[config.mk]
export PLATFORM = sky130hd
export DESIGN_NAME = tile_scan_and_zscan_address
export DESIGN_NICKNAME = d
export VERILOG_FILES = /design/src/tsz_pkg.sv /design/src/tsz_bounds.sv /design/src/tsz_locate.sv /design/src/tile_scan_and_zscan_address.sv
export SDC_FILE = /design/constraint.sdc
export NUM_CORES = 2
export LEC_CHECK = 0
export BUFFER_PORTS_ARGS = -buffer_cell sky130_fd_sc_hd__buf_2
export CORE_ASPECT_RATIO = 0.8
export CORE_MARGIN = 8
export CORE_UTILIZATION = 30
export CTS_CLUSTER_DIAMETER = 200
export DETAILED_ROUTE_END_ITERATION = 10
export PLACE_DENSITY = 0.43
export SYNTH_ARGS = -nofsm -noshare
export SYNTH_HDL_FRONTEND = slang
export SYNTH_SLANG_ARGS = --single-unit
[constraint.sdc]
create_clock -name clk -period 23.4 [get_ports clk]
set_input_delay 1.17 -clock clk [delete_from_list [all_inputs] [get_ports clk]]
set_output_delay 1.17 -clock clk [all_outputs]
set_load 0.02 [all_outputs]
[src/tsz_pkg.sv]
`default_nettype none
package tsz_pkg;

    localparam int MAX_TILES = 8;
    localparam int CNT_W     = 4;
    localparam int TI_W      = 3;
    localparam int BD_IDX_W  = 4;
    localparam int MAX_LOG2  = 4;
    localparam int RCP_SHIFT = 16;

    localparam logic [2:0] REG_PIC_W   = 3'd0;
    localparam logic [2:0] REG_PIC_H   = 3'd1;
    localparam logic [2:0] REG_TCOLS   = 3'd2;
    localparam logic [2:0] REG_TROWS   = 3'd3;
    localparam logic [2:0] REG_UNIFORM = 3'd4;
    localparam logic [2:0] REG_CWIDTHS = 3'd5;
    localparam logic [2:0] REG_RHEIGHT = 3'd6;
    localparam logic [2:0] REG_LOG2    = 3'd7;

    typedef struct packed {
        logic                      err;
        logic [MAX_TILES:0][7:0]   bd;
    } bounds_t;

    typedef struct packed {
        logic            in_pic;
        logic [TI_W-1:0] t;
        logic            start;
        logic [7:0]      b0;
        logic [7:0]      b1;
        logic [7:0]      pos;
    } loc_t;

    function automatic logic [CNT_W-1:0] clamp_cnt(input logic [CNT_W-1:0] v);
        logic [CNT_W-1:0] r;
        r = v;
        if (v == '0)
            r = CNT_W'(1);
        else if (v > CNT_W'(MAX_TILES))
            r = CNT_W'(MAX_TILES);
        return r;
    endfunction

    // ceil(2^16 / n), exact quotient for dividends below 8192
    function automatic logic [16:0] recip(input logic [CNT_W-1:0] n);
        logic [16:0] r;
        case (n)
            4'd1:    r = 17'd65536;
            4'd2:    r = 17'd32768;
            4'd3:    r = 17'd21846;
            4'd4:    r = 17'd16384;
            4'd5:    r = 17'd13108;
            4'd6:    r = 17'd10923;
            4'd7:    r = 17'd9363;
            4'd8:    r = 17'd8192;
            default: r = 17'd65536;
        endcase
        return r;
    endfunction

endpackage
`default_nettype wire

[src/tsz_bounds.sv]
`default_nettype none
module tsz_bounds (
    input  wire logic                 clk,
    input  wire logic                 rst_n,
    input  wire logic [7:0]           total,
    input  wire logic [tsz_pkg::CNT_W-1:0] cnt,
    input  wire logic                 uniform,
    input  wire logic [63:0]          sizes,
    output tsz_pkg::bounds_t          bnd
);
    import tsz_pkg::*;

    logic [CNT_W-1:0]            n1_reg;
    logic [7:0]                  tot1_reg;
    logic                        uni1_reg;
    logic [MAX_TILES:0][10:0]    prod1_reg;
    logic [MAX_TILES:0][10:0]    ps1_reg;
    logic [MAX_TILES:0][10:0]    prod1_next;
    logic [MAX_TILES:0][10:0]    ps1_next;
    bounds_t                     bnd_reg;
    bounds_t                     bnd_next;
    logic [7:0]                  tot_c;
    logic [16:0]                 rcp;
    logic [27:0]                 q;

    assign tot_c = (total == 8'd0) ? 8'd1 : total;

    always_comb
    begin
        ps1_next[0]   = '0;
        prod1_next[0] = '0;
        for (int i = 1; i <= MAX_TILES; i++)
        begin
            prod1_next[i] = 11'(i) * {3'b0, tot_c};
            ps1_next[i]   = ps1_next[i-1] + {3'b0, sizes[8*(i-1) +: 8]};
        end
    end

    // stage 2: boundary per tile, entries past the count hold the total
    always_comb
    begin
        rcp = recip(n1_reg);
        q   = '0;
        bnd_next.err = !uni1_reg
                     && (ps1_reg[BD_IDX_W'(n1_reg - CNT_W'(1))] >= {3'b0, tot1_reg});
        for (int i = 0; i <= MAX_TILES; i++)
        begin
            q = {17'b0, prod1_reg[i]} * {11'b0, rcp};
            if (BD_IDX_W'(i) >= BD_IDX_W'(n1_reg))
                bnd_next.bd[i] = tot1_reg;
            else if (uni1_reg)
                bnd_next.bd[i] = q[RCP_SHIFT +: 8];
            else
                bnd_next.bd[i] = ps1_reg[i][7:0];
        end
    end

    always_ff @(posedge clk or negedge rst_n)
    begin
        if (!rst_n)
        begin
            n1_reg   <= CNT_W'(1);
            tot1_reg <= 8'd1;
            uni1_reg <= 1'b1;
            bnd_reg  <= '0;
        end
        else
        begin
            n1_reg   <= clamp_cnt(cnt);
            tot1_reg <= tot_c;
            uni1_reg <= uniform;
            bnd_reg  <= bnd_next;
        end
    end

    always_ff @(posedge clk)
    begin
        prod1_reg <= prod1_next;
        ps1_reg   <= ps1_next;
    end

    assign bnd = bnd_reg;

endmodule
`default_nettype wire

[src/tsz_locate.sv]
`default_nettype none
module tsz_locate (
    input  wire logic                       clk,
    input  wire logic [11:0]                pos,
    input  wire logic [7:0]                 total,
    input  wire logic [tsz_pkg::CNT_W-1:0]  cnt,
    input  tsz_pkg::bounds_t                bnd,
    output tsz_pkg::loc_t                   loc
);
    import tsz_pkg::*;

    loc_t             loc_reg;
    loc_t             loc_next;
    logic [CNT_W-1:0] n;
    logic [7:0]       tot_c;

    assign n     = clamp_cnt(cnt);
    assign tot_c = (total == 8'd0) ? 8'd1 : total;

    always_comb
    begin
        loc_next.t     = '0;
        loc_next.start = 1'b0;
        for (int i = 0; i < MAX_TILES; i++)
        begin
            if (CNT_W'(i) < n && pos >= {4'b0, bnd.bd[i]})
                loc_next.t = TI_W'(i);
            if (CNT_W'(i) < n && pos == {4'b0, bnd.bd[i]})
                loc_next.start = 1'b1;
        end
        loc_next.in_pic = pos < {4'b0, tot_c};
        loc_next.b0     = bnd.bd[{1'b0, loc_next.t}];
        loc_next.b1     = bnd.bd[{1'b0, loc_next.t} + BD_IDX_W'(1)];
        loc_next.pos    = pos[7:0];
    end

    always_ff @(posedge clk)
    begin
        loc_reg <= loc_next;
    end

    assign loc = loc_reg;

endmodule
`default_nettype wire

[src/tile_scan_and_zscan_address.sv]
`default_nettype none
// Tile-scan and z-scan address unit.
// Configuration: write cfg_data to register cfg_index while cfg_we is high
// (0 picture width, 1 height, 2 tile columns, 3 tile rows, 4 uniform spacing,
// 5 column widths, 6 row heights, 7 log2 CTB over min TB). Write only while
// no item is in flight.
// Items: pulse start with tb_x/tb_y. busy is high in a register write cycle
// and the cycle after it while the boundary table catches up; otherwise an
// item can be given every cycle. Each item returns one result, shown for
// one cycle with done high: valid_res, config_error,
// ctb_ts_addr, tile_index, tile_start, zscan_addr.
// Pipeline: coordinate shift, tile lookup against the boundary table,
// three 8x8 multiplies, final sum and z-order merge. Tile boundaries come
// from the config registers through a two-stage table (uniform split via
// a reciprocal multiply) that runs alongside the item path.
// Throughput is one item per cycle while busy is low.
// Reset restores the default register values and drops any item in flight.
// The receiver cannot stall; results are not held.
module tile_scan_and_zscan_address (
    input  wire logic         clk,
    input  wire logic         rst_n,
    input  wire logic         cfg_we,
    input  wire logic [2:0]   cfg_index,
    input  wire logic [63:0]  cfg_data,
    input  wire logic         start,
    output wire logic         busy,
    input  wire logic [11:0]  tb_x,
    input  wire logic [11:0]  tb_y,
    output wire logic         done,
    output wire logic         valid_res,
    output wire logic         config_error,
    output wire logic [15:0]  ctb_ts_addr,
    output wire logic [5:0]   tile_index,
    output wire logic         tile_start,
    output wire logic [23:0]  zscan_addr
);
    import tsz_pkg::*;

    logic [7:0]       pic_w_reg, pic_h_reg;
    logic [CNT_W-1:0] tcols_reg, trows_reg;
    logic             uni_reg;
    logic [63:0]      cw_reg, rh_reg;
    logic [2:0]       log2_reg;
    logic             cfg_pend_reg;

    bounds_t          cbnd, rbnd;
    loc_t             lx, ly;
    logic [2:0]       d;
    logic [7:0]       pw;
    logic [CNT_W-1:0] nc;

    logic             v1_reg, v2_reg, v3_reg, done_reg;
    logic [11:0]      cx1_reg, cy1_reg;
    logic [3:0]       x1_reg, y1_reg, x2_reg, y2_reg;
    logic             err2_reg;
    logic             ok3_reg, err3_reg, start3_reg;
    logic [15:0]      m1_reg, m2_reg, m3_reg;
    logic [7:0]       off3_reg, il3_reg;
    logic [5:0]       tidx3_reg;
    logic [15:0]      ts;
    logic [7:0]       il_next;
    logic             vres_reg, err_reg, tstart_reg;
    logic [15:0]      ts_reg;
    logic [5:0]       tidx_reg;
    logic [23:0]      z_reg;

    assign d    = (log2_reg > 3'(MAX_LOG2)) ? 3'(MAX_LOG2) : log2_reg;
    assign pw   = (pic_w_reg == 8'd0) ? 8'd1 : pic_w_reg;
    assign nc   = clamp_cnt(tcols_reg);
    // boundary table is registered after the config registers, so busy also covers the pending flag
    assign busy = cfg_we || cfg_pend_reg;

    always_ff @(posedge clk or negedge rst_n)
    begin
        if (!rst_n)
        begin
            pic_w_reg <= 8'd1;
            pic_h_reg <= 8'd1;
            tcols_reg <= CNT_W'(1);
            trows_reg <= CNT_W'(1);
            uni_reg   <= 1'b1;
            cw_reg    <= '0;
            rh_reg    <= '0;
            log2_reg  <= '0;
        end
        else if (cfg_we)
        begin
            unique case (cfg_index)
                REG_PIC_W:   pic_w_reg <= cfg_data[7:0];
                REG_PIC_H:   pic_h_reg <= cfg_data[7:0];
                REG_TCOLS:   tcols_reg <= cfg_data[CNT_W-1:0];
                REG_TROWS:   trows_reg <= cfg_data[CNT_W-1:0];
                REG_UNIFORM: uni_reg   <= cfg_data[0];
                REG_CWIDTHS: cw_reg    <= cfg_data;
                REG_RHEIGHT: rh_reg    <= cfg_data;
                REG_LOG2:    log2_reg  <= cfg_data[2:0];
                default:     ;
            endcase
        end
    end

    always_ff @(posedge clk or negedge rst_n)
    begin
        if (!rst_n)
            cfg_pend_reg <= 1'b0;
        else
            cfg_pend_reg <= cfg_we;
    end

    tsz_bounds u_cbounds (
        .clk(clk), .rst_n(rst_n), .total(pic_w_reg), .cnt(tcols_reg),
        .uniform(uni_reg), .sizes(cw_reg), .bnd(cbnd)
    );

    tsz_bounds u_rbounds (
        .clk(clk), .rst_n(rst_n), .total(pic_h_reg), .cnt(trows_reg),
        .uniform(uni_reg), .sizes(rh_reg), .bnd(rbnd)
    );

    tsz_locate u_xloc (
        .clk(clk), .pos(cx1_reg), .total(pic_w_reg), .cnt(tcols_reg),
        .bnd(cbnd), .loc(lx)
    );

    tsz_locate u_yloc (
        .clk(clk), .pos(cy1_reg), .total(pic_h_reg), .cnt(trows_reg),
        .bnd(rbnd), .loc(ly)
    );

    always_comb
    begin
        il_next = '0;
        for (int i = 0; i < MAX_LOG2; i++)
        begin
            if (3'(i) < d)
            begin
                il_next[2*i]   = x2_reg[i];
                il_next[2*i+1] = y2_reg[i];
            end
        end
    end

    assign ts = m1_reg + m2_reg + m3_reg + {8'b0, off3_reg};

    always_ff @(posedge clk or negedge rst_n)
    begin
        if (!rst_n)
        begin
            v1_reg   <= 1'b0;
            v2_reg   <= 1'b0;
            v3_reg   <= 1'b0;
            done_reg <= 1'b0;
        end
        else
        begin
            v1_reg   <= start && !busy;
            v2_reg   <= v1_reg;
            v3_reg   <= v2_reg;
            done_reg <= v3_reg;
        end
    end

    always_ff @(posedge clk)
    begin
        // stage 1: CTB coordinate
        cx1_reg <= tb_x >> d;
        cy1_reg <= tb_y >> d;
        x1_reg  <= tb_x[3:0];
        y1_reg  <= tb_y[3:0];
        // stage 2: tile lookup runs in the locate units
        x2_reg   <= x1_reg;
        y2_reg   <= y1_reg;
        err2_reg <= cbnd.err || rbnd.err;
        // stage 3: products
        ok3_reg    <= !err2_reg && lx.in_pic && ly.in_pic;
        err3_reg   <= err2_reg;
        start3_reg <= lx.start && ly.start;
        m1_reg     <= {8'b0, pw} * {8'b0, ly.b0};
        m2_reg     <= {8'b0, ly.b1 - ly.b0} * {8'b0, lx.b0};
        m3_reg     <= {8'b0, ly.pos - ly.b0} * {8'b0, lx.b1 - lx.b0};
        off3_reg   <= lx.pos - lx.b0;
        tidx3_reg  <= 6'(ly.t * nc + {1'b0, lx.t});
        il3_reg    <= il_next;
        // stage 4: sum and z-order merge
        vres_reg   <= ok3_reg;
        err_reg    <= err3_reg;
        ts_reg     <= ok3_reg ? ts : '0;
        tidx_reg   <= ok3_reg ? tidx3_reg : '0;
        tstart_reg <= ok3_reg && start3_reg;
        z_reg      <= ok3_reg ? (({8'b0, ts} << {d, 1'b0}) | {16'b0, il3_reg}) : '0;
    end

    assign done         = done_reg;
    assign valid_res    = vres_reg;
    assign config_error = err_reg;
    assign ctb_ts_addr  = ts_reg;
    assign tile_index   = tidx_reg;
    assign tile_start   = tstart_reg;
    assign zscan_addr   = z_reg;

    a_latency: assert property (@(posedge clk) disable iff (!rst_n)
        (start && !busy) |-> ##4 done) else $error("result missing");
    a_err_invalid: assert property (@(posedge clk) disable iff (!rst_n)
        (done && config_error) |-> !valid_res) else $error("valid with config error");
    a_zero_fields: assert property (@(posedge clk) disable iff (!rst_n)
        (done && !valid_res) |-> (ctb_ts_addr == 16'd0 && zscan_addr == 24'd0
                                  && !tile_start && tile_index == 6'd0))
        else $error("fields not cleared");
    a_no_spurious: assert property (@(posedge clk) disable iff (!rst_n)
        done |-> $past(start, 4)) else $error("result without item");

endmodule
`default_nettype wire

==> results.toml <==
[drt]
drc = 0
via_count = 57610
ant_nets = 0
routed_wl_um = 271300
post_drt_wl_per_cell_um = 22.90
drt_iter0_drc = 4533
vias_per_cell = 4.863
firstDrtPassIters = 6

[die]
dieArea_sq_mm = 0.2846
core_area_sq_mm = 0.2672
ios = 146
initial_core_util_pct = 30.06
die_w_um = 594.4
core.rowCount = 170
dieHeight_um = 478.7

[sta]
final_max_slew_viol_count = 0
finalSetupViolCount = 0
period_minus_slack_ns = 8.981
max_slew_margin_pct = 14.14
rsz0062_at_grt = "no"
max_slew.worst_pin.slew_ns = 1.284
fmax_ghz = 0.1114
finClkSkew_ns = 0.05650
post-route-period-util_pct = 38.38
final-hold-violation-count = 0
tns_ns = 0

[synth]
synth-seq-area-share_pct = 21.71
async_reset_ff_share_pct = 42.19
yosys_warnings = 0
syn-mean-instance-area_sq_um = 9.720
synth_cells = 8261
synth_edf_count = 0
synth_fp_nets = 10290
ys_seq_elements = 787
synth_ff_type = "dfxtp_1"
synth_area_sq_mm = 0.08029
ys_types = 100

[global_routing]
grt_pass1_wl_um = 405200
grt_max_degree = 114
grt_use_total_pct = 18.84
grt_pass1_vias = 59830
antenna_found_initial = 46
gr-total-overflow = 0

[run_status]
status = "completed"

[clock_network]
cts_buffers = 81
cts_root_buf = "clkbuf_16"
cts_sinks = 787
cts_max_path_buffers = 3
htreeDepth = 3
cts_tree = "done"
post_cts_buffers = 0
clk_latency_ns = 0.69
cts.repair.resized = 0
clkTransAtPathRegs_ns = 0.07
postCtsHoldBufs = 0

[cells_and_area]
regArea_sq_mm = 0.01744
drive_gt1_share_pct = 8.076
final_cell_mix = "inv_1 (1,356), fa_1 (1,087), ha_1 (848)"
multi_input_comb_area_sq_mm = 0.05664
finalNetCount = 10270
final_common_cell = "inv_1"
n_fill_cell = 27400
area_growth_pct = 9.304
final_util_pct = 32.85

[worst_setup_path]
worstReg2RegEnd = "u_cbounds.bnd[54]"
rr_worst_depth = 24
rrSetupSlack_ns = 14.42
end_kind = "flop"
startpoint_type = "flop"
required_ns = 24.00
cp_max_fo = 35
critPathKind = "reg -> reg"
cp.arrival_ns = 9.58
worstReg2RegStart = "u_cbounds.n1_reg[0]"

[worst_hold_path]
hold_class = "reg -> reg"
whs_path_depth = 0
hp-start = "v1_reg"
holdPathEnd = "v2_reg"

[flow_run]
drv_cap = 0

[place]
place.gp.congestion = 0.9007
io_buffers = 145
hpwl_um = 225100
layout make-up:
cell class	count	area share, %
clock inverters	38	0.6301
well taps	3526	5.027
clock buffers	113	2.645
inverters	1363	5.831
diodes	12	0.03421
multi-input cells	5795	64.53
flip-flops and latches	787	19.87
repair buffers	213	1.434
layer usage:
metal / share of wire [%] / track usage (%)
met1: 53 / 30.66
met2: 39 / 25.70
met3: 7.4 / 3.787
met4: 1.1 / 2.329
met5: 0 / 0
stage by stage:
stage | std cells | worst slack [ns] | hold WS (ns) | instance area [sq um]
2_1_floorplan | 8261 | 15.44 | 0.3096 | 80290
3_3_place_gp | 11680 | 14.42 | 0.3109 | 84860
3_5_place_dp | 11680 | 14.37 | 0.3121 | 84860
4_1_cts | 11840 | 14.33 | 0.3217 | 87740
5_1_grt | 11840 | 13.89 | 0.3304 | 87740
6_report | 11850 | 14.42 | 0.3182 | 87770
worst max-delay path, stage by stage (launching register included):
cell and delay [ns]:
dfstp_2 0.52, buf_4 0.36, inv_1 0.19, ha_1 0.82, nor3b_2 0.33, buf_4 0.45
nand2_1 0.22, fa_1 0.55, inv_1 0.05, fa_1 0.55, fa_1 0.46, fa_1 0.58
fa_1 0.43, ha_1 0.32, a21o_1 0.16, a21oi_1 0.14, o21ai_0 0.10, a2111oi_1 1.08
o21ai_0 0.45, nand4_1 0.23, nand3b_1 0.13, a21oi_1 0.20, xnor2_1 0.18, mux2i_1 0.11
o21ai_0 0.22
kinds of logic (layout without fill, tap and decap cells):
logic type | count (synthesis) | in the layout | share of synthesized area (%)
multiplexers | 325 | 325 | 5.089
buffers and inverters | 1679 | 1727 | 7.941
XOR/XNOR | 356 | 356 | 3.986
other | 0 | 12 | 0
adder cells (fa/ha/maj) | 1935 | 1935 | 40.32
AND/OR/NAND/NOR | 2082 | 2082 | 12.47
flip-flops | 787 | 787 | 21.71
AO/OA/AOI/OAI | 1097 | 1097 | 8.488
worst max-delay path by stage:
stage / from / endpoint / slack [ns] / depth (start not counted)
6_report: u_cbounds.n1_reg[0] / u_cbounds.bnd[54] / 14.42 / 24
5_1_grt: u_cbounds.n1_reg[0] / u_cbounds.bnd[29] / 13.89 / 24
4_1_cts: u_cbounds.n1_reg[0] / u_cbounds.bnd[54] / 14.33 / 24
3_5_place_dp: u_cbounds.n1_reg[0] / u_cbounds.bnd[54] / 14.37 / 26
3_3_place_gp: u_cbounds.n1_reg[0] / u_cbounds.bnd[54] / 14.42 / 24
2_1_floorplan: u_cbounds.n1_reg[0] / u_cbounds.bnd[29] / 15.44 / 26
Yosys cell counts, types with 9 or more instances:
master / count / share of area (%)
inv_1: 1356 / 6.3
fa_1: 1087 / 27
ha_1: 848 / 13
nand2_1: 834 / 3.9
dfxtp_1: 455 / 11
and2_1: 369 / 2.9
nor2_1: 340 / 1.6
a21oi_1: 328 / 2.0
dfrtp_1: 322 / 10
clkbuf_1: 267 / 1.2
xnor2_1: 259 / 2.8
o21ai_0: 258 / 1.6
mux2_2: 160 / 2.2
a21o_1: 121 / 1.1
mux2i_1: 115 / 1.4
and3_1: 96 / 0.75
nor2b_1: 93 / 0.72
xor2_1: 89 / 0.97
nand2b_1: 82 / 0.64
a31oi_1: 71 / 0.55
nand3_1: 64 / 0.40
nor3_1: 58 / 0.36
or2_2: 48 / 0.37
o21bai_1: 46 / 0.43
o211ai_1: 41 / 0.38
mux4_2: 40 / 1.1
a211oi_1: 39 / 0.36
o21a_1: 34 / 0.32
nand4_1: 33 / 0.26
a21boi_0: 26 / 0.24
buf_1: 24 / 0.11
nor4_1: 16 / 0.12
o21ai_1: 14 / 0.087
buf_2: 12 / 0.075
o22ai_1: 12 / 0.093
dfstp_2: 10 / 0.33
or3_1: 10 / 0.078
nor3b_1: 9 / 0.084
o221ai_1: 9 / 0.098
Power is left out: the tool's default activity adds up to more than one toggle a clock period on the data nets, which glitch-free logic cannot reach.
